File: src/hw/rtl/rtrh_pkg.sv
`timescale 1ns / 1ps
// ----------------------------------------------------------------------------
// rtrh_pkg : shared constants and types for the ripple height pipeline
// Widths of the datapath, register indexes and the root stage sideband struct.
// ----------------------------------------------------------------------------
package rtrh_pkg;

  localparam int SqW    = 35;              // sum of squares, Q14.20
  localparam int DistW  = 18;              // floor(sqrt), Q7.10
  localparam int SqStep = DistW;           // one root bit per stage
  localparam int DivQW  = 17;              // gain quotient bits (0..65536)
  localparam int DenW   = 34;              // 2^26 + rate*d

  typedef enum logic [2:0] {
    REG_AMPLITUDE  = 3'd0,
    REG_INV_WAVE   = 3'd1,
    REG_INV_PERIOD = 3'd2,
    REG_ATTEN      = 3'd3,
    REG_SOURCE_X   = 3'd4,
    REG_SOURCE_Z   = 3'd5
  } reg_idx_t;

  // root stage carry: remainder, partial root, time context
  typedef struct packed {
    logic              vld;
    logic [SqW-1:0]    rem;
    logic [DistW-1:0]  root;
    logic [31:0]       tm;
  } sq_beat_t;

endpackage

File: src/hw/rtl/rtrh_div.sv
`timescale 1ns / 1ps
// ----------------------------------------------------------------------------
// rtrh_div : pipelined gain divider
// Computes floor(2^42 / den), one quotient bit per stage, with a sideband.
// ----------------------------------------------------------------------------
module rtrh_div
  import rtrh_pkg::*;
(
  input  logic              clk,
  input  logic              rst,
  input  logic              in_vld,
  input  logic [DenW-1:0]   in_den,
  input  logic [17:0]       in_side,
  output logic              out_vld,
  output logic [DivQW-1:0]  out_q,
  output logic [17:0]       out_side
);

  // den >= 2^26 so quotient < 2^17; start with remainder 2^42 >> 17 = 2^25
  localparam int RemW = DenW + 1;

  logic              vld  [DivQW+1];
  logic [RemW-1:0]   rem  [DivQW+1];
  logic [DivQW-1:0]  quo  [DivQW+1];
  logic [DenW-1:0]   den  [DivQW+1];
  logic [17:0]       side [DivQW+1];

  always_comb begin
    vld[0]  = in_vld;
    rem[0]  = RemW'(1) << 25;
    quo[0]  = '0;
    den[0]  = in_den;
    side[0] = in_side;
  end

  for (genvar i = 0; i < DivQW; i++) begin : g_bit
    logic [RemW-1:0] sh;
    logic            take;
    // the dividend's low bits are all zero, so shift in zeros
    always_comb begin
      sh   = {rem[i][RemW-2:0], 1'b0};
      take = sh >= {1'b0, den[i]};
    end
    always_ff @(posedge clk) begin
      if (rst) begin
        vld[i+1] <= 1'b0;
      end else begin
        vld[i+1] <= vld[i];
      end
      rem[i+1]  <= take ? sh - {1'b0, den[i]} : sh;
      quo[i+1]  <= {quo[i][DivQW-2:0], take};
      den[i+1]  <= den[i];
      side[i+1] <= side[i];
    end
  end

  assign out_vld  = vld[DivQW];
  assign out_q    = quo[DivQW];
  assign out_side = side[DivQW];

endmodule

File: config.mk
export PLATFORM = sky130hd
export DESIGN_NAME = rtrh_div
export DESIGN_NICKNAME = d
export VERILOG_FILES = /design/src/hw/rtl/rtrh_pkg.sv /design/src/hw/rtl/rtrh_div.sv
export SDC_FILE = /design/constraint.sdc
export NUM_CORES = 2
export LEC_CHECK = 0
export BUFFER_PORTS_ARGS = -buffer_cell sky130_fd_sc_hd__buf_2
export CELL_PAD_IN_SITES_DETAIL_PLACEMENT = 2
export CELL_PAD_IN_SITES_GLOBAL_PLACEMENT = 2
export CORE_ASPECT_RATIO = 0.9
export CORE_UTILIZATION = 41
export CTS_CLUSTER_DIAMETER = 100
export DETAILED_ROUTE_END_ITERATION = 8
export PLACE_DENSITY_LB_ADDON = 0.1
export SKIP_LAST_GASP = 1
export SLEW_MARGIN = 20
export SYNTH_ARGS = -nofsm -noshare
export SYNTH_HDL_FRONTEND = slang
export SYNTH_SLANG_ARGS = --single-unit
File: constraint.sdc
create_clock -name clk -period 4.2 [get_ports clk]
set_input_delay 0.84 -clock clk [delete_from_list [all_inputs] [get_ports clk]]
set_output_delay 0.84 -clock clk [all_outputs]
set_load 0.01 [all_outputs]
**After elaboration in Yosys (flattened, before gate mapping)**

Cells that the tools add are included.

- Flip-flop bits (word level): 1,564
- Bits of input ports: 55
- Output and inout bits: 36
- Word-level logic and storage cells: 146

- Add/sub/neg operators: 16
- Order comparisons: 17
- Multiplexer cells: 15

Operators with widths:

| operator | count |
|---|---|
| $ge 35x34->1 | 16 |
| $mux 34 | 15 |
| $sub 34x34->34 | 15 |
| $ge 27x34->1 const A | 1 |
| $sub 27x34->34 const A | 1 |

**Logic depth before layout (Yosys ltp)**

- Word-level depth: 2
- Gate-level depth with buffers: 16
- Depth with buffers taken out: 13

**Worst setup path after synthesis**

Ideal clock, no wire load.

- Path kind: input to register
- Start: input port in_den[5]
- End: register rem, in the netlist g_bit[1].sh[28]
- Setup time: 0.120 ns
- Arrival: 3.280 ns
- Required time: 4.080 ns
- Path slack: 0.800 ns
- Cell stages on the path: 11
- Buffers on the path: 0
- Cell sequence: nor4_2 nand2_1 nor4_2 nand2_1 or4_4 or3_1 or4_4 o21ai_2 nand2b_1 xnor2_2 nor2_1

- Cells in the longest elaborated chain, start to end: 1
- Elaborated cells between the ends (all ways): 2
- Those cells by class: add/sub (1); order compare (1)

Ends and longest elaborated chain:

| item | line | RTL |
|---|---|---|
| start, declared | rtrh_div.sv:12 | `input logic [DenW-1:0] in_den,` |
| $sub 27x34->34 / $ge 27x34->1 (equally long branches) | rtrh_div.sv:50, rtrh_div.sv:42 |  |
| end signal, assigned by index | rtrh_div.sv:50 | `rem[i+1] <= take ? sh - {1'b0, den[i]} : sh;` |
| end, declared | rtrh_div.sv:23 | `logic [RemW-1:0] rem [DivQW+1];` |

Parallel ways exist; a longest one is shown, timed or not.
A chain may end at the register's enable or synchronous reset.

**Final worst setup path**

- Start: register den[102] (netlist name)
- End: register rem, in the netlist g_bit[15].sh[33]

- Cells in the longest elaborated chain, start to end: 2
- Elaborated cells between the ends (all ways): 3
- Those cells by class: add/sub (1); order compare (1); mux (1)

Ends and longest elaborated chain:

| item | line | RTL |
|---|---|---|
| start, declared | rtrh_div.sv:25 | `logic [DenW-1:0] den [DivQW+1];` |
| start signal, assigned by index | rtrh_div.sv:52 | `den[i+1] <= den[i];` |
| $sub 34x34->34 / $ge 35x34->1 (equally long branches) | rtrh_div.sv:50, rtrh_div.sv:42 |  |
| $mux 34 (*) | rtrh_div.sv:50 |  |

Mark *: on every way between the ends. The rest lies on a longest branch, timed or not.

==> results by group <==
Placement
  • Buffers on Ports: 90
  • Global placer's final weighted congestion: slightly below 0.9
  • Hpwl dp: 147000 um
  • Pre-CTS setup slack: -0.0177 ns

STA
  • Final WS setup: 0.153 ns
  • Final Setup Violations: 0
  • Min Tclk post-route: about 4.0 ns
  • Max Freq: between 200 and 250 MHz
  • Hold_ws: roughly 0.12 ns
  • Final Max Tran Viols: 0
  • Fin Clk Skew: 0.0548 ns
  • Hold Vio Cnt, Final: 0
  • Tightest Pin Transition: approximately 0.84 ns
  • Crit share post-route: 96.4%
  • TNS Setup: 0 ns
  • Rel. slew slack: 43.7%
  • RSZ-0062 raised after global routing: true

Hold path
  • Hold path depth: 1
  • Hold wc startpoint: in_side[15]
  • Worst Hold End: side[303]$_DFF_P_
  • Hold Path Class: input port to register

Global routing
  • Vias in the first global route: 53900
  • Antenna violations before repair: 5
  • Largest net degree at the start of global routing: 63
  • Total grt overflow: 0
  • First-pass GRT wire length: 308000 um
  • GRT Overall Usage: 23.9%

Cells and area
  • Fillers: 16700
  • Fin nets: 7598
  • Commonest cells after routing, fill and taps aside: 1564 x dfxtp_1, 670 x inv_1, 599 x a21oi_1
  • Synth-to-Final Area Change: 13.8%
  • Most common cell after layout, fill and taps aside: dfxtp_1
  • Layout cells sized above 1: 9.91%
  • Final Core Density: 47.0%

Synthesis
  • Cells after Synth: 6842
  • Ys async rst share: 0%
  • FF+latch count, synth: 1564
  • Mapped Area: around 0.066 mm2
  • Synth Warn #: 0
  • Post-synth EDFFs: 0
  • Main synth FF type: dfxtp_1
  • Unique cell type count in the Yosys netlist: 91
  • Sequential area share after synthesis: about 48%
  • Synth Area per Inst: 9.61 um2

Floorplan
  • Horiz. Die Dim: 424 um
  • Core ar.: 0.159 mm2
  • # rows: 139
  • Height of the die: about 380 um
  • Full die area: 0.162 mm2
  • I/O pin count: 91
  • Initial Util: around two fifths

Clocking
  • Post-CTS Setup Inserts: 0
  • TritonCTS Buffers: between 150 and 200
  • CTS tree: yes
  • Clk sinks: approximately 1600
  • Skew-Pair Late Insertion Delay: 0.83 ns
  • H-Tree Level Count: 4
  • Clock Tree Buf Depth: 3
  • Hold buffers post-CTS: 0
  • CTS Root Cell: clkbuf_16
  • CTS clk-pin slew, worst paths: 0.06 ns

Critical path
  • Worst path required time: 4.90 ns
  • Setup CP Type: register to register
  • Type of origin of the critical path: register
  • Critical-path cell list: inv_1 -> fa_1 -> a21oi_1 -> o21ai_0 -> a31oi_1 -> o31ai_1 -> o211ai_1 -> nand3_1 -> a21o_1 -> a21o_1 -> a31oi_1 -> xnor2_1 -> mux2_2
  • R2R cell count: 13
  • Worst Path Max Fanout: 4
  • Worst R2R Start: den[102]$_DFF_P_
  • Critical R2R Capture: g_bit[15].sh[33]$_DFF_P_
  • CP Capture Type: register
  • Crit-path max cell delay: roughly 0.52 ns
  • R2r setup slk: 0.15 ns
  • Worst EP arrival: approximately 4.8 ns
  • Buf/Inv on CP: 1
  • Crit. Startpoint: den[102]$_DFF_P_
  • Critical-path top delay cell: fa_1
  • Top delay family on crit path: compound AO/OA/AOI/OAI gates

Detailed routing
  • Antenna violation net count after detailed routing: 0
  • Violation count after the first detailed-route iteration: 1968
  • Vias per cell: about 5.3
  • Total routed wirelength: 195000 um
  • First-pass DRT Iterations: 7
  • Wire per inst: 21.1 um
  • DR DRC count: 0
  • DR vias: 48700

Power and ir drop
  • Lkg Pwr: 0.0346 uW
  • Pwr dens: 871 mW/mm2
  • Peak VDD IR: 0.000474 V

Job
  • Max-cap violations: 0

Run status
  • Outcome: finished, final reports clean
[kinds of logic (layout without fill, tap and decap cells)]
group                      Yosys count  in the layout  share of synthesized area (%)
AOI/OAI and AO/OA                 1764           1764                           16.7
xor gates and xnor gates           466            466                           6.22
adders and majority gates          559            559                           10.8
buffers and inverters              878           1157                           5.34
DFF                               1564           1564                           47.6
muxes                              172            172                           2.94
other                                1              4                        0.00570
and+or+nand+nor                   1438           1438                           10.4
[cell usage after synthesis (all sizes together) (12+ instances only)]
library cell | n | area share, %
a2111oi | 14 | 0.24
a211o | 14 | 0.19
a211oi | 36 | 0.41
a21o | 299 | 3.4
a21oi | 603 | 4.6
a221oi | 20 | 0.29
a31o | 14 | 0.19
a31oi | 57 | 0.54
and2 | 23 | 0.22
and3 | 49 | 0.47
and4 | 12 | 0.16
buf | 91 | 0.85
clkbuf | 117 | 0.67
dfxtp | 1564 | 48
fa | 15 | 0.46
ha | 544 | 10
inv | 670 | 3.8
mux2 | 168 | 2.9
nand2 | 412 | 2.4
nand2b | 59 | 0.56
nand3 | 105 | 0.80
nand4 | 92 | 0.88
nor2 | 428 | 2.4
nor2b | 85 | 0.81
nor3 | 73 | 0.56
nor4 | 23 | 0.24
o211ai | 24 | 0.27
o21a | 56 | 0.64
o21ai | 394 | 3.0
o21bai | 78 | 0.89
o31a | 13 | 0.17
o31ai | 43 | 0.50
or2 | 16 | 0.15
or3 | 18 | 0.19
xnor2 | 287 | 3.8
xor2 | 179 | 2.4
[worst max-delay path by stage]
| stage | to | slack (ns) | cells past startpoint |
|---|---|---|---|
| floorplan | g_bit[1].sh[28]$_SDFF_PN0_ | 0.80 | 11 |
| global placement | g_bit[7].sh[27]$_DFF_P_ | 0.001 | 13 |
| global route | g_bit[7].sh[27]$_DFF_P_ | -0.07 | 13 |
| finish | g_bit[15].sh[33]$_DFF_P_ | 0.15 | 13 |
| CTS | g_bit[3].sh[33]$_DFF_P_ | 0.001 | 13 |
| detailed placement | g_bit[7].sh[27]$_DFF_P_ | -0.02 | 13 |
[timing repair]
action | 4_1_cts | 5_1_grt
pin swaps | 0 | 0
resized for setup | 1 | 14
setup endpoints to repair | 1 | 61
[layout make-up]
class | instances | area, um2 | share of cell area, %
Clock buffer | 216 | 4590 | 6.14
Antenna cell | 1 | 2.50 | 0.00334
Tap cell | 2115 | 2650 | 3.54
Clock inverter | 91 | 1390 | 1.86
Sequential cell | 1564 | 31300 | 41.8
Inverter | 670 | 2510 | 3.36
Multi-Input combinational cell | 4402 | 31100 | 41.5
Timing Repair Buffer | 180 | 1310 | 1.76
[where the power goes]
group | leakage (uW) | internal [uW] | total, uW | switching [uW]
Sequential | 0.0132 | 18500 | 20800 | 2290
Combinational | 0.0185 | 12200 | 28600 | 16500
Clock | 0.00289 | 9160 | 15700 | 6560
Total | 0.0346 | 39900 | 65200 | 25300
[per-stage QoR]
stage	cells	area [um2]	total power (uW)
4_1_cts	9238	74800	65800
5_1_grt	9238	74800	69600
6_report	9239	74800	65200
2_1_floorplan	6844	65800	40700
3_5_place_dp	8931	68800	49100
3_3_place_gp	8931	68800	48000
[sequential cells by signal (all words and copies together), names as in the netlist]
name,count
quo,136
g_bit.sh,544
out_q,17
out_side,18
vld,16
den,544
side,288
out_vld,1
[worst reg2reg max path: stages, from the launching register on]
cell and delay [ns]:
dfxtp_1 0.40, inv_1 0.13, fa_1 0.52, a21oi_1 0.40, o21ai_0 0.18, a31oi_1 0.41, o31ai_1 0.25, o211ai_1 0.41
nand3_1 0.21, a21o_1 0.23, a21o_1 0.20, a31oi_1 0.22, xnor2_1 0.09, mux2_2 0.27
[routing by layer]
layer | GRT usage, % | vias to the layer above | share of wire, %
met4 | 6.00 | 0 | 2.2
li1 | - | 23800 | -
met3 | 2.84 | 264 | 2.4
met2 | 41.9 | 477 | 49
met5 | 0 | - | 0
met1 | 31.0 | 24200 | 47
Power figures use the tool's default switching activity.
