[src/hw/rtl/rtrh_pkg.sv]
`timescale 1ns / 1ps
// ----------------------------------------------------------------------------
// rtrh_pkg : shared constants and types for the ripple height pipeline
// Widths of the datapath, register indexes and the root stage sideband struct.
// ----------------------------------------------------------------------------
package rtrh_pkg;

  localparam int SqW    = 35;              // sum of squares, Q14.20
  localparam int DistW  = 18;              // floor(sqrt), Q7.10
  localparam int SqStep = DistW;           // one root bit per stage
  localparam int DivQW  = 17;              // gain quotient bits (0..65536)
  localparam int DenW   = 34;              // 2^26 + rate*d

  typedef enum logic [2:0] {
    REG_AMPLITUDE  = 3'd0,
    REG_INV_WAVE   = 3'd1,
    REG_INV_PERIOD = 3'd2,
    REG_ATTEN      = 3'd3,
    REG_SOURCE_X   = 3'd4,
    REG_SOURCE_Z   = 3'd5
  } reg_idx_t;

  // root stage carry: remainder, partial root, time context
  typedef struct packed {
    logic              vld;
    logic [SqW-1:0]    rem;
    logic [DistW-1:0]  root;
    logic [31:0]       tm;
  } sq_beat_t;

endpackage

[src/hw/rtl/rtrh_sqrt.sv]
`timescale 1ns / 1ps
// ----------------------------------------------------------------------------
// rtrh_sqrt : pipelined integer square root
// Restoring root, one result bit per register stage; time rides along.
// ----------------------------------------------------------------------------
module rtrh_sqrt
  import rtrh_pkg::*;
(
  input  logic             clk,
  input  logic             rst,
  input  logic             in_vld,
  input  logic [SqW-1:0]   in_sq,
  input  logic [31:0]      in_tm,
  output logic             out_vld,
  output logic [DistW-1:0] out_root,
  output logic [31:0]      out_tm
);

  sq_beat_t stg [SqStep+1];

  always_comb begin
    stg[0].vld  = in_vld;
    stg[0].rem  = in_sq;
    stg[0].root = '0;
    stg[0].tm   = in_tm;
  end

  for (genvar i = 0; i < SqStep; i++) begin : g_bit
    localparam int Sh = 2 * (SqStep - 1 - i);
    logic [SqW+1:0] trial;
    logic [SqW+1:0] rem_hi;
    sq_beat_t       nxt;
    always_comb begin
      // test (4*root+1) << Sh against remainder
      trial  = ({{(SqW+2-DistW){1'b0}}, stg[i].root} << (Sh + 2))
               | ((SqW+2)'(1) << Sh);
      rem_hi = {2'b00, stg[i].rem};
      nxt    = stg[i];
      if (rem_hi >= trial) begin
        nxt.rem  = SqW'(rem_hi - trial);
        nxt.root = {stg[i].root[DistW-2:0], 1'b1};
      end else begin
        nxt.root = {stg[i].root[DistW-2:0], 1'b0};
      end
    end
    always_ff @(posedge clk) begin
      if (rst) begin
        stg[i+1].vld <= 1'b0;
      end else begin
        stg[i+1].vld <= nxt.vld;
      end
      stg[i+1].rem  <= nxt.rem;
      stg[i+1].root <= nxt.root;
      stg[i+1].tm   <= nxt.tm;
    end
  end

  assign out_vld  = stg[SqStep].vld;
  assign out_root = stg[SqStep].root;
  assign out_tm   = stg[SqStep].tm;

endmodule

[config.mk]
export PLATFORM = sky130hd
export DESIGN_NAME = rtrh_sqrt
export DESIGN_NICKNAME = d
export VERILOG_FILES = /design/src/hw/rtl/rtrh_pkg.sv /design/src/hw/rtl/rtrh_sqrt.sv
export SDC_FILE = /design/constraint.sdc
export NUM_CORES = 1
export LEC_CHECK = 0
export ABC_AREA = 1
export BUFFER_PORTS_ARGS = -buffer_cell sky130_fd_sc_hd__buf_2
export CORE_MARGIN = 2
export CORE_UTILIZATION = 45
export DETAILED_ROUTE_END_ITERATION = 7
export GPL_TIMING_DRIVEN = 1
export PLACE_DENSITY_LB_ADDON = 0.2
export SLEW_MARGIN = 10
export SYNTH_ARGS = -nofsm -noshare
export SYNTH_HDL_FRONTEND = slang
export SYNTH_SLANG_ARGS = --single-unit
[constraint.sdc]
create_clock -name clk -period 5.1 [get_ports clk]
set_input_delay 1.02 -clock clk [delete_from_list [all_inputs] [get_ports clk]]
set_output_delay 1.02 -clock clk [all_outputs]
set_load 0.05 [all_outputs]
## After elaboration in Yosys (flattened, before gate mapping)

Index checks and enable logic that the tools add are counted.

| cells by class | value |
|---|---|
| add/subtract/negate cells | 17 |
| $lt $le $gt $ge | 18 |
| mux-type cells | 35 |

Operator list:

| cell | count |
|---|---|
| 35-bit two-way mux | 17 |
| 35-bit by 19-bit greater-or-equal comparator with 1-bit output | 1 |
| 35-bit by 20-bit greater-or-equal comparator with 1-bit output | 1 |
| 35-bit by 21-bit greater-or-equal comparator with 1-bit output | 1 |
| 35-bit by 22-bit greater-or-equal comparator with 1-bit output | 1 |
| 35-bit by 23-bit greater-or-equal comparator with 1-bit output | 1 |
| 35-bit by 24-bit greater-or-equal comparator with 1-bit output | 1 |
| 35-bit by 25-bit greater-or-equal comparator with 1-bit output | 1 |
| 35-bit by 26-bit greater-or-equal comparator with 1-bit output | 1 |
| 35-bit by 27-bit greater-or-equal comparator with 1-bit output | 1 |
| 35-bit by 28-bit greater-or-equal comparator with 1-bit output | 1 |
| 35-bit by 29-bit greater-or-equal comparator with 1-bit output | 1 |
| 35-bit by 30-bit greater-or-equal comparator with 1-bit output | 1 |
| 35-bit by 31-bit greater-or-equal comparator with 1-bit output | 1 |
| 35-bit by 32-bit greater-or-equal comparator with 1-bit output | 1 |
| 35-bit by 33-bit greater-or-equal comparator with 1-bit output | 1 |
| 35-bit by 34-bit greater-or-equal comparator with 1-bit output | 1 |
| 35-bit greater-or-equal comparator | 1 |
| 35-bit greater-or-equal comparator (second input constant) | 1 |
| 35-bit by 20-bit subtractor with 35-bit output | 1 |
| 35-bit by 21-bit subtractor with 35-bit output | 1 |
| 35-bit by 22-bit subtractor with 35-bit output | 1 |
| 35-bit by 23-bit subtractor with 35-bit output | 1 |
| 35-bit by 24-bit subtractor with 35-bit output | 1 |
| 13 further kinds | 30 |

| storage, ports and cells | value |
|---|---|
| bits in registers | 1360 |
| input port bits | 70 |
| output and inout bits | 51 |
| word-level logic and storage cells | 141 |

## Longest topological paths before layout

Gate-level depths: netlist (run 1).

| depth | value |
|---|---|
| depth in word-level cells | 2 |
| depth in mapped cells | 16 |
| mapped depth without buffers | 16 |

## Least setup slack after synthesis (run 1)

Ideal clock, no wire load.

| timing | value |
|---|---|
| path kind | reg-to-reg |
| from | reg stg, in the netlist g_bit[7].trial[28] |
| to | reg stg, in the netlist g_bit[8].rem_hi[26] |
| library setup time | 0.113 ns |
| arrival | 1.793 ns |
| data required time | 4.987 ns |
| path slack | 3.193 ns |
| stages on the path, launching flop included | 12 |
| buffers on the path | 1 |
| period minus slack after synthesis | 1.907 ns |
| cells stage by stage | dfxtp_1 -> inv_1 -> ha_1 -> a21oi_1 -> inv_1 -> nor2_1 -> nand4_1 -> a31oi_4 -> nand2_2 -> buf_6 -> nand2_1 -> nand2_1 |

RTL lines:

| what | RTL line | RTL |
|---|---|---|
| from (decl) | rtrh_sqrt.sv:19 | `sq_beat_t stg [SqStep+1];` |

==> impl_metrics.env, run 1 <==
export IMPL_rsz0062_at_grt="no"
export IMPL_ys_seq_elements=1360
export IMPL_io_buffer_count=120
export IMPL_grt_usage_pct=21.5
export IMPL_max_cap_violations=0
export IMPL_whs_path_depth=0
export IMPL_grt_max_degree=35
export IMPL_timing_final_ws_setup_ps=2190
export IMPL_skew_ps=48.5
export IMPL_clk_pin_slew_ps=60
export IMPL_core_mm2=0.102
export IMPL_vias=32882
export IMPL_dp_slack_ps=2150
export IMPL_cts_htree_levels=4
export IMPL_fp_dieW_um=324
export IMPL_synth_async_reset_ratio_pct=0
export IMPL_synthCells=5314
export IMPL_critPathTopFamily="simple AND/OR/NAND/NOR gates"
export IMPL_drive_gt1_share_pct=6.99
export IMPL_relSlewSlack_pct=33.2
export IMPL_dpl_instance_area_mm2=0.0483
export IMPL_hold_path_class="reg -> reg"
export IMPL_seq_area_frac_synth_pct=59.0
export IMPL_grt_antenna_before_repair=4
export IMPL_path_cells="inv_1 > ha_1 > nand2_1 > nor2_1 > nand2_1 > nor2_1 > nand3_1 > nand2_1 > inv_1 > nand2_1 > nand2_1"
export IMPL_synth_top_cell_by_area="dfxtp_1"
export IMPL_post_drt_wl_per_cell_um=15.9
export IMPL_ant_nets=0
export IMPL_gp_congestion=0.970
export IMPL_synth_distinct_cells=48
export IMPL_power_leakage_nw=26.1
export IMPL_yosysMostFrequentCell="nand2_1"
export IMPL_grt_pass1_wl_mm=175
export IMPL_setup_viol_count_final=0
export IMPL_yosysWarnings=0
export IMPL_ctsRootBufferMaster="clkbuf_16"
export IMPL_cpMostUsedCell="nand2_1"
export IMPL_place_inst=6765
export IMPL_critical_path_buf_inv_count=2
export IMPL_synth_area_mm2=0.0462
export IMPL_clk_latency_ps=750
export IMPL_crit_path_end_kind="flop"
export IMPL_cts_sinks=1360
export IMPL_cts_resized_gates=0
export IMPL_cp_depth=11
export IMPL_ctsHoldBuffers=0
export IMPL_cpPeakStageDelay_ps=590
export IMPL_final_nets=5791
export IMPL_r2r_start="g_bit[10].trial[25]"
export IMPL_hpwl_mm=88.5
export IMPL_cts_tree="done"
export IMPL_synth_top_area_share_pct=59.0
export IMPL_cts_setup_buffers=0
export IMPL_initial_core_util_pct=45.4
export IMPL_die_h_um=324
export IMPL_fin_cells=7016
export IMPL_grt_pass1_vias=32282
export IMPL_synth_edf_count=0
export IMPL_design_area_mm2=0.0532
export IMPL_cts_buffers=137
export IMPL_ios=121
export IMPL_wirelength_mm=112
export IMPL_rows=117
export IMPL_first_pass_iters=5
export IMPL_cp_max_fo=21
export IMPL_clockBufferDepth=3
export IMPL_max_freq_ghz=0.344
export IMPL_synthFlopType="dfxtp_1"
export IMPL_crit_slowest_cell="nand2_1"
export IMPL_fin_crit_ps=2910
export IMPL_power_density_mw_per_mm2=630
export IMPL_dr_first_iter_drc_count=2077
export IMPL_maxSlewViolCount=0
export IMPL_hp_start="g_bit[16].nxt[3]"
export IMPL_via_per_inst=4.69
export IMPL_outcome="finished, final reports clean"
export IMPL_synth_area_leaders="dfxtp_1 (59%), nand2_1 (12%), inv_1 (6.1%), ha_1 (5.0%), nor2_1 (4.0%)"
export IMPL_max_vdd_ir_drop_v=0.000335
export IMPL_arrival_ps=3530
export IMPL_crit_path_start="g_bit[10].trial[25]"
export IMPL_worst_slew_pin_slew_ps=993
export IMPL_diodes=0
export IMPL_fin_crit_sh_pct=57.1
export IMPL_syn_avg_cell_area_um2=8.69
export IMPL_area_growth_pct=15.4
export IMPL_reg2regPathDepth=11
export IMPL_ys_top_cells_by_count="nand2_1 (1427), dfxtp_1 (1360), inv_1 (752), nor2_1 (494), nand3_1 (275)"
export IMPL_critPathLaunchType="flop"
export IMPL_critical_path_required_ps=5720
export IMPL_drc=0
export IMPL_grt_ovfl_total=0
export IMPL_fin_tns_setup_ps=0
export IMPL_syn_nets=5569
export IMPL_dieArea_mm2=0.105
export IMPL_hold_viol=0
export IMPL_worst_setup_path_type="reg -> reg"
layout by cell type, fill, tap and decap left out, types with 42 or more instances in the layout:
cell type  count
nand2_1     1427
dfxtp_1     1360
inv_1        752
nor2_1       493
nand3_1      275
ha_1         185
a21oi_1      176
clkbuf_16    139
o21ai_0      123
buf_2        120
nand4_1      105
xor2_1        92
nor3_1        68
xnor2_1       52
nor4_1        42
kinds of logic after synthesis:
| kind of cell | after synthesis | synth area share [%] |
|---|---|---|
| compound gates | 352 | 4.15 |
| fa+ha+maj | 185 | 5.02 |
| xor+xnor | 144 | 2.73 |
| flops | 1360 | 59.0 |
| simple gates | 2476 | 22.4 |
| other cells | 1 | 0.00812 |
| buf+inv | 796 | 6.67 |
layout make-up:
type                       instances  area [um2]
clock buffer                     184        3910
clock inverter                    67        1080
fill                            9510       48500
inverter                         757        2840
multi-input combinational       3158       15900
sequential                      1360       27200
tap                             1368        1710
timing repair buffer             122         616
power breakdown:
group / switching (mW) / internal (mW) / total [mW]
Combinational: 6.09 / 3.09 / 9.18
Clock: 4.25 / 6.32 / 10.6
Sequential: 1.40 / 12.4 / 13.8
registers in the layout, indices dropped and copies added, names as in the netlist:
register	cells
g_bit.nxt	561
g_bit.rem_hi	595
g_bit.trial	153
out_tm	32
out_vld	1
out_root	18
worst paths after layout:
| check | endpoint | slack (ps) |
|---|---|---|
| worst max-delay path | g_bit[11].rem_hi[16] | 2190 |
| worst min-delay path | g_bit[17].nxt[3] | 310 |
| worst max register to register | g_bit[11].rem_hi[16] | 2190 |
| worst min register to register | g_bit[17].nxt[3] | 310 |
metal layers:
metal	track usage, %	up-vias	routed length, um
met3	3.16	217	4380
met2	35.8	712	51000
met1	27.9	14883	52100
met5	0	-	13
li1	-	17068	-
met4	9.45	2	4390
through the flow:
step	power, mW	utilization (%)	hold WS [ps]
6_report	33.6	52.3	307
5_1_grt	35.8	52.3	306
4_1_cts	33.8	52.3	302
3_5_place_dp	23.1	47.4	312
3_3_place_gp	23.1	47.4	309
2_1_floorplan	20.2	-	310
(Power assumes the default switching activity.)
==> inputs of run 2 (changes only) <==
==> constraint.sdc (replaced) <==
create_clock -name clk -period 2.84 [get_ports clk]
set_input_delay 0.568 -clock clk [delete_from_list [all_inputs] [get_ports clk]]
set_output_delay 0.568 -clock clk [all_outputs]
set_load 0.05 [all_outputs]
==> impl_metrics.env, run 2 (same netlist as run 1, synthesis figures left out) <==
export IMPL_outcome="finished, final reports clean"
export IMPL_critical_path_buf_inv_count=3
export IMPL_fin_crit_ps=2550
export IMPL_wirelength_mm=112
export IMPL_skew_ps=43.3
export IMPL_hold_path_class="in -> reg"
export IMPL_critPathLaunchType="flop"
export IMPL_post_drt_wl_per_cell_um=15.7
export IMPL_cpPeakStageDelay_ps=510
export IMPL_fin_cells=7119
export IMPL_design_area_mm2=0.0541
export IMPL_hold_viol=0
export IMPL_gp_congestion=0.918
export IMPL_relSlewSlack_pct=40.1
export IMPL_place_inst=6806
export IMPL_grt_usage_pct=21.6
export IMPL_cts_sinks=1360
export IMPL_cts_resized_gates=0
export IMPL_ctsHoldBuffers=68
export IMPL_area_growth_pct=17.2
export IMPL_ant_nets=0
export IMPL_via_per_inst=4.68
export IMPL_fin_crit_sh_pct=89.8
export IMPL_final_nets=5898
export IMPL_cp_max_fo=34
export IMPL_hold_slack_ps=175
export IMPL_critPathTopFamily="simple AND/OR/NAND/NOR gates"
export IMPL_max_freq_ghz=0.392
export IMPL_power_leakage_nw=26.5
export IMPL_max_cap_violations=0
export IMPL_crit_path_end_kind="flop"
export IMPL_multi_input_area_mm2=0.0159
export IMPL_critical_path_required_ps=3490
export IMPL_grt_antenna_before_repair=0
export IMPL_ctsRootBufferMaster="clkbuf_16"
export IMPL_register_area_mm2=0.0272
export IMPL_dr_first_iter_drc_count=2021
export IMPL_initial_core_util_pct=45.4
export IMPL_setup_viol_count_final=0
export IMPL_grt_ovfl_total=0
export IMPL_cts_setup_buffers=0
export IMPL_rsz0062_at_grt="no"
export IMPL_mostFrequentLayoutCells="nand2_1 (1427), dfxtp_1 (1360), inv_1 (752)"
export IMPL_dieArea_mm2=0.105
export IMPL_worst_slew_pin_slew_ps=890
export IMPL_worst_setup_path_type="reg -> reg"
export IMPL_drive_gt1_share_pct=7.46
export IMPL_fin_tns_setup_ps=0
export IMPL_core_mm2=0.102
export IMPL_dpl_instance_area_mm2=0.0486
export IMPL_clk_latency_ps=760
export IMPL_path_cells="inv_1 > ha_1 > nand2_1 > inv_1 > nand2_1 > nand2_1 > nand2_1 > nand2_1 > a21oi_1 > nand4_4 > nand2_1 > inv_1"
export IMPL_cts_htree_levels=4
export IMPL_final_common_cell="nand2_1"
export IMPL_grt_pass1_vias=32684
export IMPL_grt_max_degree=35
export IMPL_maxSlewViolCount=0
export IMPL_io_buffer_count=120
export IMPL_die_h_um=324
export IMPL_power_density_mw_per_mm2=1110
export IMPL_ios=121
export IMPL_arrival_ps=3200
export IMPL_cts_tree="done"
export IMPL_rows=117
export IMPL_cts_buffers=135
export IMPL_hpwl_mm=88.0
export IMPL_p_total_mw=60.2
export IMPL_crit_slowest_cell="nand4_4"
export IMPL_max_vdd_ir_drop_v=0.000709
export IMPL_clockBufferDepth=3
export IMPL_grt_pass1_wl_mm=176
export IMPL_clk_pin_slew_ps=60
export IMPL_cpMostUsedCell="nand2_1"
export IMPL_fp_dieW_um=324
export IMPL_first_pass_iters=5
export IMPL_largest_reg_flops=595
export IMPL_vias=33313
export IMPL_fillers=9458
export IMPL_drc=0
## run 2: path summary, 6_finish.rpt
| path | from | end | slack [ps] | cells past startpoint |
|---|---|---|---|---|
| hold reg to reg | g_bit[16].nxt[26] | g_bit[17].nxt[26] | 310 | 0 |
| setup / recovery | g_bit[16].trial[13] | g_bit[17].rem_hi[30] | 290 | 12 |
| setup reg to reg | g_bit[16].trial[13] | g_bit[17].rem_hi[30] | 290 | 12 |
| hold / removal | rst | g_bit[14].nxt[85] | 180 | 2 |
## run 2: per-layer routing
metal / wire length, um / global-route usage (%) / vias to the layer above
met1: 52600 / 28.2 / 15151
met5: 0 / 0 / -
met4: 3760 / 8.66 / 0
met3: 4600 / 3.44 / 197
met2: 51100 / 35.9 / 680
li1: - / - / 17285
## run 2: area by class of cell
cell class	instances	area share [%]
sequential	1360	50.4
multi-input combinational	3158	29.3
clock buffer	186	7.27
inverter	757	5.25
tap	1368	3.17
timing repair buffer	231	3.01
clock inverter	58	1.62
antenna	1	0.00463
## run 2: stage by stage
step                utilization (%)  worst slack (ps)
global placement               47.7               174
finish                         53.1               290
CTS                            53.1               148
detailed placement             47.7               167
floorplan                         -               933
global route                   53.1              75.0
## run 2: report_power, final
group	leakage, nW	switching (mW)	internal, mW
Sequential	11.4	2.46	22.3
Clock	2.36	7.50	11.0
Combinational	12.8	11.1	5.76
Total	26.5	21.1	39.1
==> inputs of run 3 (changes only) <==
--- a/config.mk
+++ b/config.mk
@@ -8,9 +8,10 @@
 export ABC_AREA = 1
 export BUFFER_PORTS_ARGS = -buffer_cell sky130_fd_sc_hd__buf_2
 export CORE_MARGIN = 2
-export CORE_UTILIZATION = 45
+export CORE_UTILIZATION = 50
 export DETAILED_ROUTE_END_ITERATION = 7
 export GPL_TIMING_DRIVEN = 1
+export HOLD_SLACK_MARGIN = 0.05
 export PLACE_DENSITY_LB_ADDON = 0.2
 export SLEW_MARGIN = 10
 export SYNTH_ARGS = -nofsm -noshare
==> constraint.sdc (replaced) <==
create_clock -name clk -period 2.9 [get_ports clk]
set_input_delay 0.58 -clock clk [delete_from_list [all_inputs] [get_ports clk]]
set_output_delay 0.58 -clock clk [all_outputs]
set_load 0.05 [all_outputs]
==> impl_metrics.env, run 3 (same netlist as run 1, synthesis figures left out) <==
export IMPL_clockBufferDepth=3
export IMPL_via_per_inst=4.85
export IMPL_arrival_ps=3220
export IMPL_maxSlewViolCount=0
export IMPL_hold_path_class="in -> reg"
export IMPL_hpwl_mm=82.3
export IMPL_cpMostUsedCell="nor2_1"
export IMPL_power_density_mw_per_mm2=1090
export IMPL_core_mm2=0.0915
export IMPL_final_nets=5877
export IMPL_cp_max_fo=5
export IMPL_hold_slack_ps=211
export IMPL_grt_usage_pct=22.8
export IMPL_dr_first_iter_drc_count=2321
export IMPL_post_drt_wl_per_cell_um=15.5
export IMPL_cts_tree="done"
export IMPL_r2r_start="g_bit[13].trial[21]"
export IMPL_grt_pass1_wl_mm=170
export IMPL_cts_resized_gates=0
export IMPL_skew_ps=30.0
export IMPL_vias=33570
export IMPL_cts_setup_buffers=0
export IMPL_fin_crit_sh_pct=90.4
export IMPL_cts_sinks=1360
export IMPL_register_area_mm2=0.0272
export IMPL_die_h_um=308
export IMPL_fillers=8185
export IMPL_setup_viol_count_final=0
export IMPL_grt_ovfl_total=0
export IMPL_clk_pin_slew_ps=60
export IMPL_critPathLaunchType="flop"
export IMPL_gp_congestion=0.962
export IMPL_cp_depth=11
export IMPL_drc=0
export IMPL_worst_setup_path_type="reg -> reg"
export IMPL_path_cells="inv_1 > ha_1 > nand2_1 > nor2_1 > inv_1 > nor2_1 > nand3_1 > a21oi_1 > nor2_1 > nand3_1 > nand2_1"
export IMPL_r2r_end="g_bit[14].rem_hi[28]"
export IMPL_io_buffer_count=120
export IMPL_worst_slew_pin_slew_ps=768
export IMPL_cpPeakStageDelay_ps=500
export IMPL_grt_antenna_before_repair=0
export IMPL_clk_latency_ps=740
export IMPL_crit_path_start="g_bit[13].trial[21]"
export IMPL_max_freq_ghz=0.382
export IMPL_mostFrequentLayoutCells="nand2_1 (1427), dfxtp_1 (1360), inv_1 (752)"
export IMPL_ff2ff_setup_slack_ps=280
export IMPL_cts_buffers=136
export IMPL_rows=111
export IMPL_hold_viol=0
export IMPL_fp_dieW_um=308
export IMPL_cp_endpoint="g_bit[14].rem_hi[28]"
export IMPL_multi_input_area_mm2=0.0158
export IMPL_crit_path_end_kind="flop"
export IMPL_outcome="finished, final reports clean"
export IMPL_fin_tns_setup_ps=0
export IMPL_relSlewSlack_pct=48.6
export IMPL_drive_gt1_share_pct=6.96
export IMPL_rsz0062_at_grt="no"
export IMPL_cts_htree_levels=4
export IMPL_ant_nets=0
export IMPL_critPathTopFamily="simple AND/OR/NAND/NOR gates"
export IMPL_critical_path_buf_inv_count=2
export IMPL_area_growth_pct=15.9
export IMPL_reg2regPathDepth=11
export IMPL_ios=121
export IMPL_largest_reg_flops=595
export IMPL_ctsRootBufferMaster="clkbuf_16"
export IMPL_dieArea_mm2=0.0948
export IMPL_first_pass_iters=8
export IMPL_final_common_cell="nand2_1"
export IMPL_fin_crit_ps=2620
export IMPL_crit_slowest_cell="dfxtp_1"
export IMPL_wirelength_mm=107
export IMPL_grt_pass1_vias=32491
export IMPL_max_cap_violations=0
export IMPL_initial_core_util_pct=50.4
export IMPL_whs_path_depth=2
export IMPL_max_vdd_ir_drop_v=0.000585
export IMPL_power_leakage_nw=26.3
export IMPL_grt_max_degree=35
export IMPL_critical_path_required_ps=3500
## run 3: how the worst min path moves through the flow
stage	endpoint	start	slack [ps]
after global placement	g_bit[4].nxt[9]	g_bit[3].nxt[9]	310
after detailed placement	g_bit[13].nxt[9]	g_bit[12].nxt[9]	310
after CTS	g_bit[17].nxt[85]	rst	160
final	g_bit[17].nxt[85]	rst	210
after floorplan	g_bit[10].nxt[0]	g_bit[9].nxt[0]	310
after global routing	g_bit[13].nxt[85]	rst	200
## run 3: worst register-to-register path, stage by stage, from the launching register on
cell and delay (ps):
dfxtp_1 500, inv_1 80, ha_1 350, nand2_1 110, nor2_1 300, inv_1 110, nor2_1 220, nand3_1 180
a21oi_1 400, nor2_1 100, nand3_1 80, nand2_1 60
## run 3: routing by layer
metal  share of wire [%]  track usage, %
met4                 2.7            7.93
met1                  46            29.9
met2                  46            38.0
met3                 5.4            3.76
met5                   0               0
## run 3: timing repair
action | 4_1_cts | 5_1_grt
hold endpoints to repair | 68 | 0
setup endpoints to repair | 0 | 0
hold buffers | 68 | 0
## run 3: cell type report
cell class,count,share of cell area [%]
antenna,1,0.00468
clock inverter,57,1.41
multi-input combinational,3158,29.6
inverter,757,5.31
clock buffer,188,7.29
sequential,1360,50.9
tap,1186,2.77
timing repair buffer,209,2.71
## run 3: power breakdown
part	switching [mW]	total, mW	leakage, nW	internal (mW)
clock	7.13	17.8	2.26	10.7
combinational	10.7	16.3	12.6	5.56
sequential	2.49	24.3	11.4	21.9
total	20.4	58.4	26.3	38.1
## run 3: stage by stage
stage | cell area, um2 | total power, mW | std cells | util [%] | setup WS [ps]
floorplan | 46200 | 35.6 | 5314 | - | 993
global placement | 48200 | 40.6 | 6602 | 52.6 | 302
detailed placement | 48200 | 40.6 | 6602 | 52.6 | 331
CTS | 53500 | 58.7 | 6915 | 58.5 | 301
global route | 53500 | 62.2 | 6915 | 58.5 | 46.4
finish | 53500 | 58.4 | 6916 | 58.5 | 280
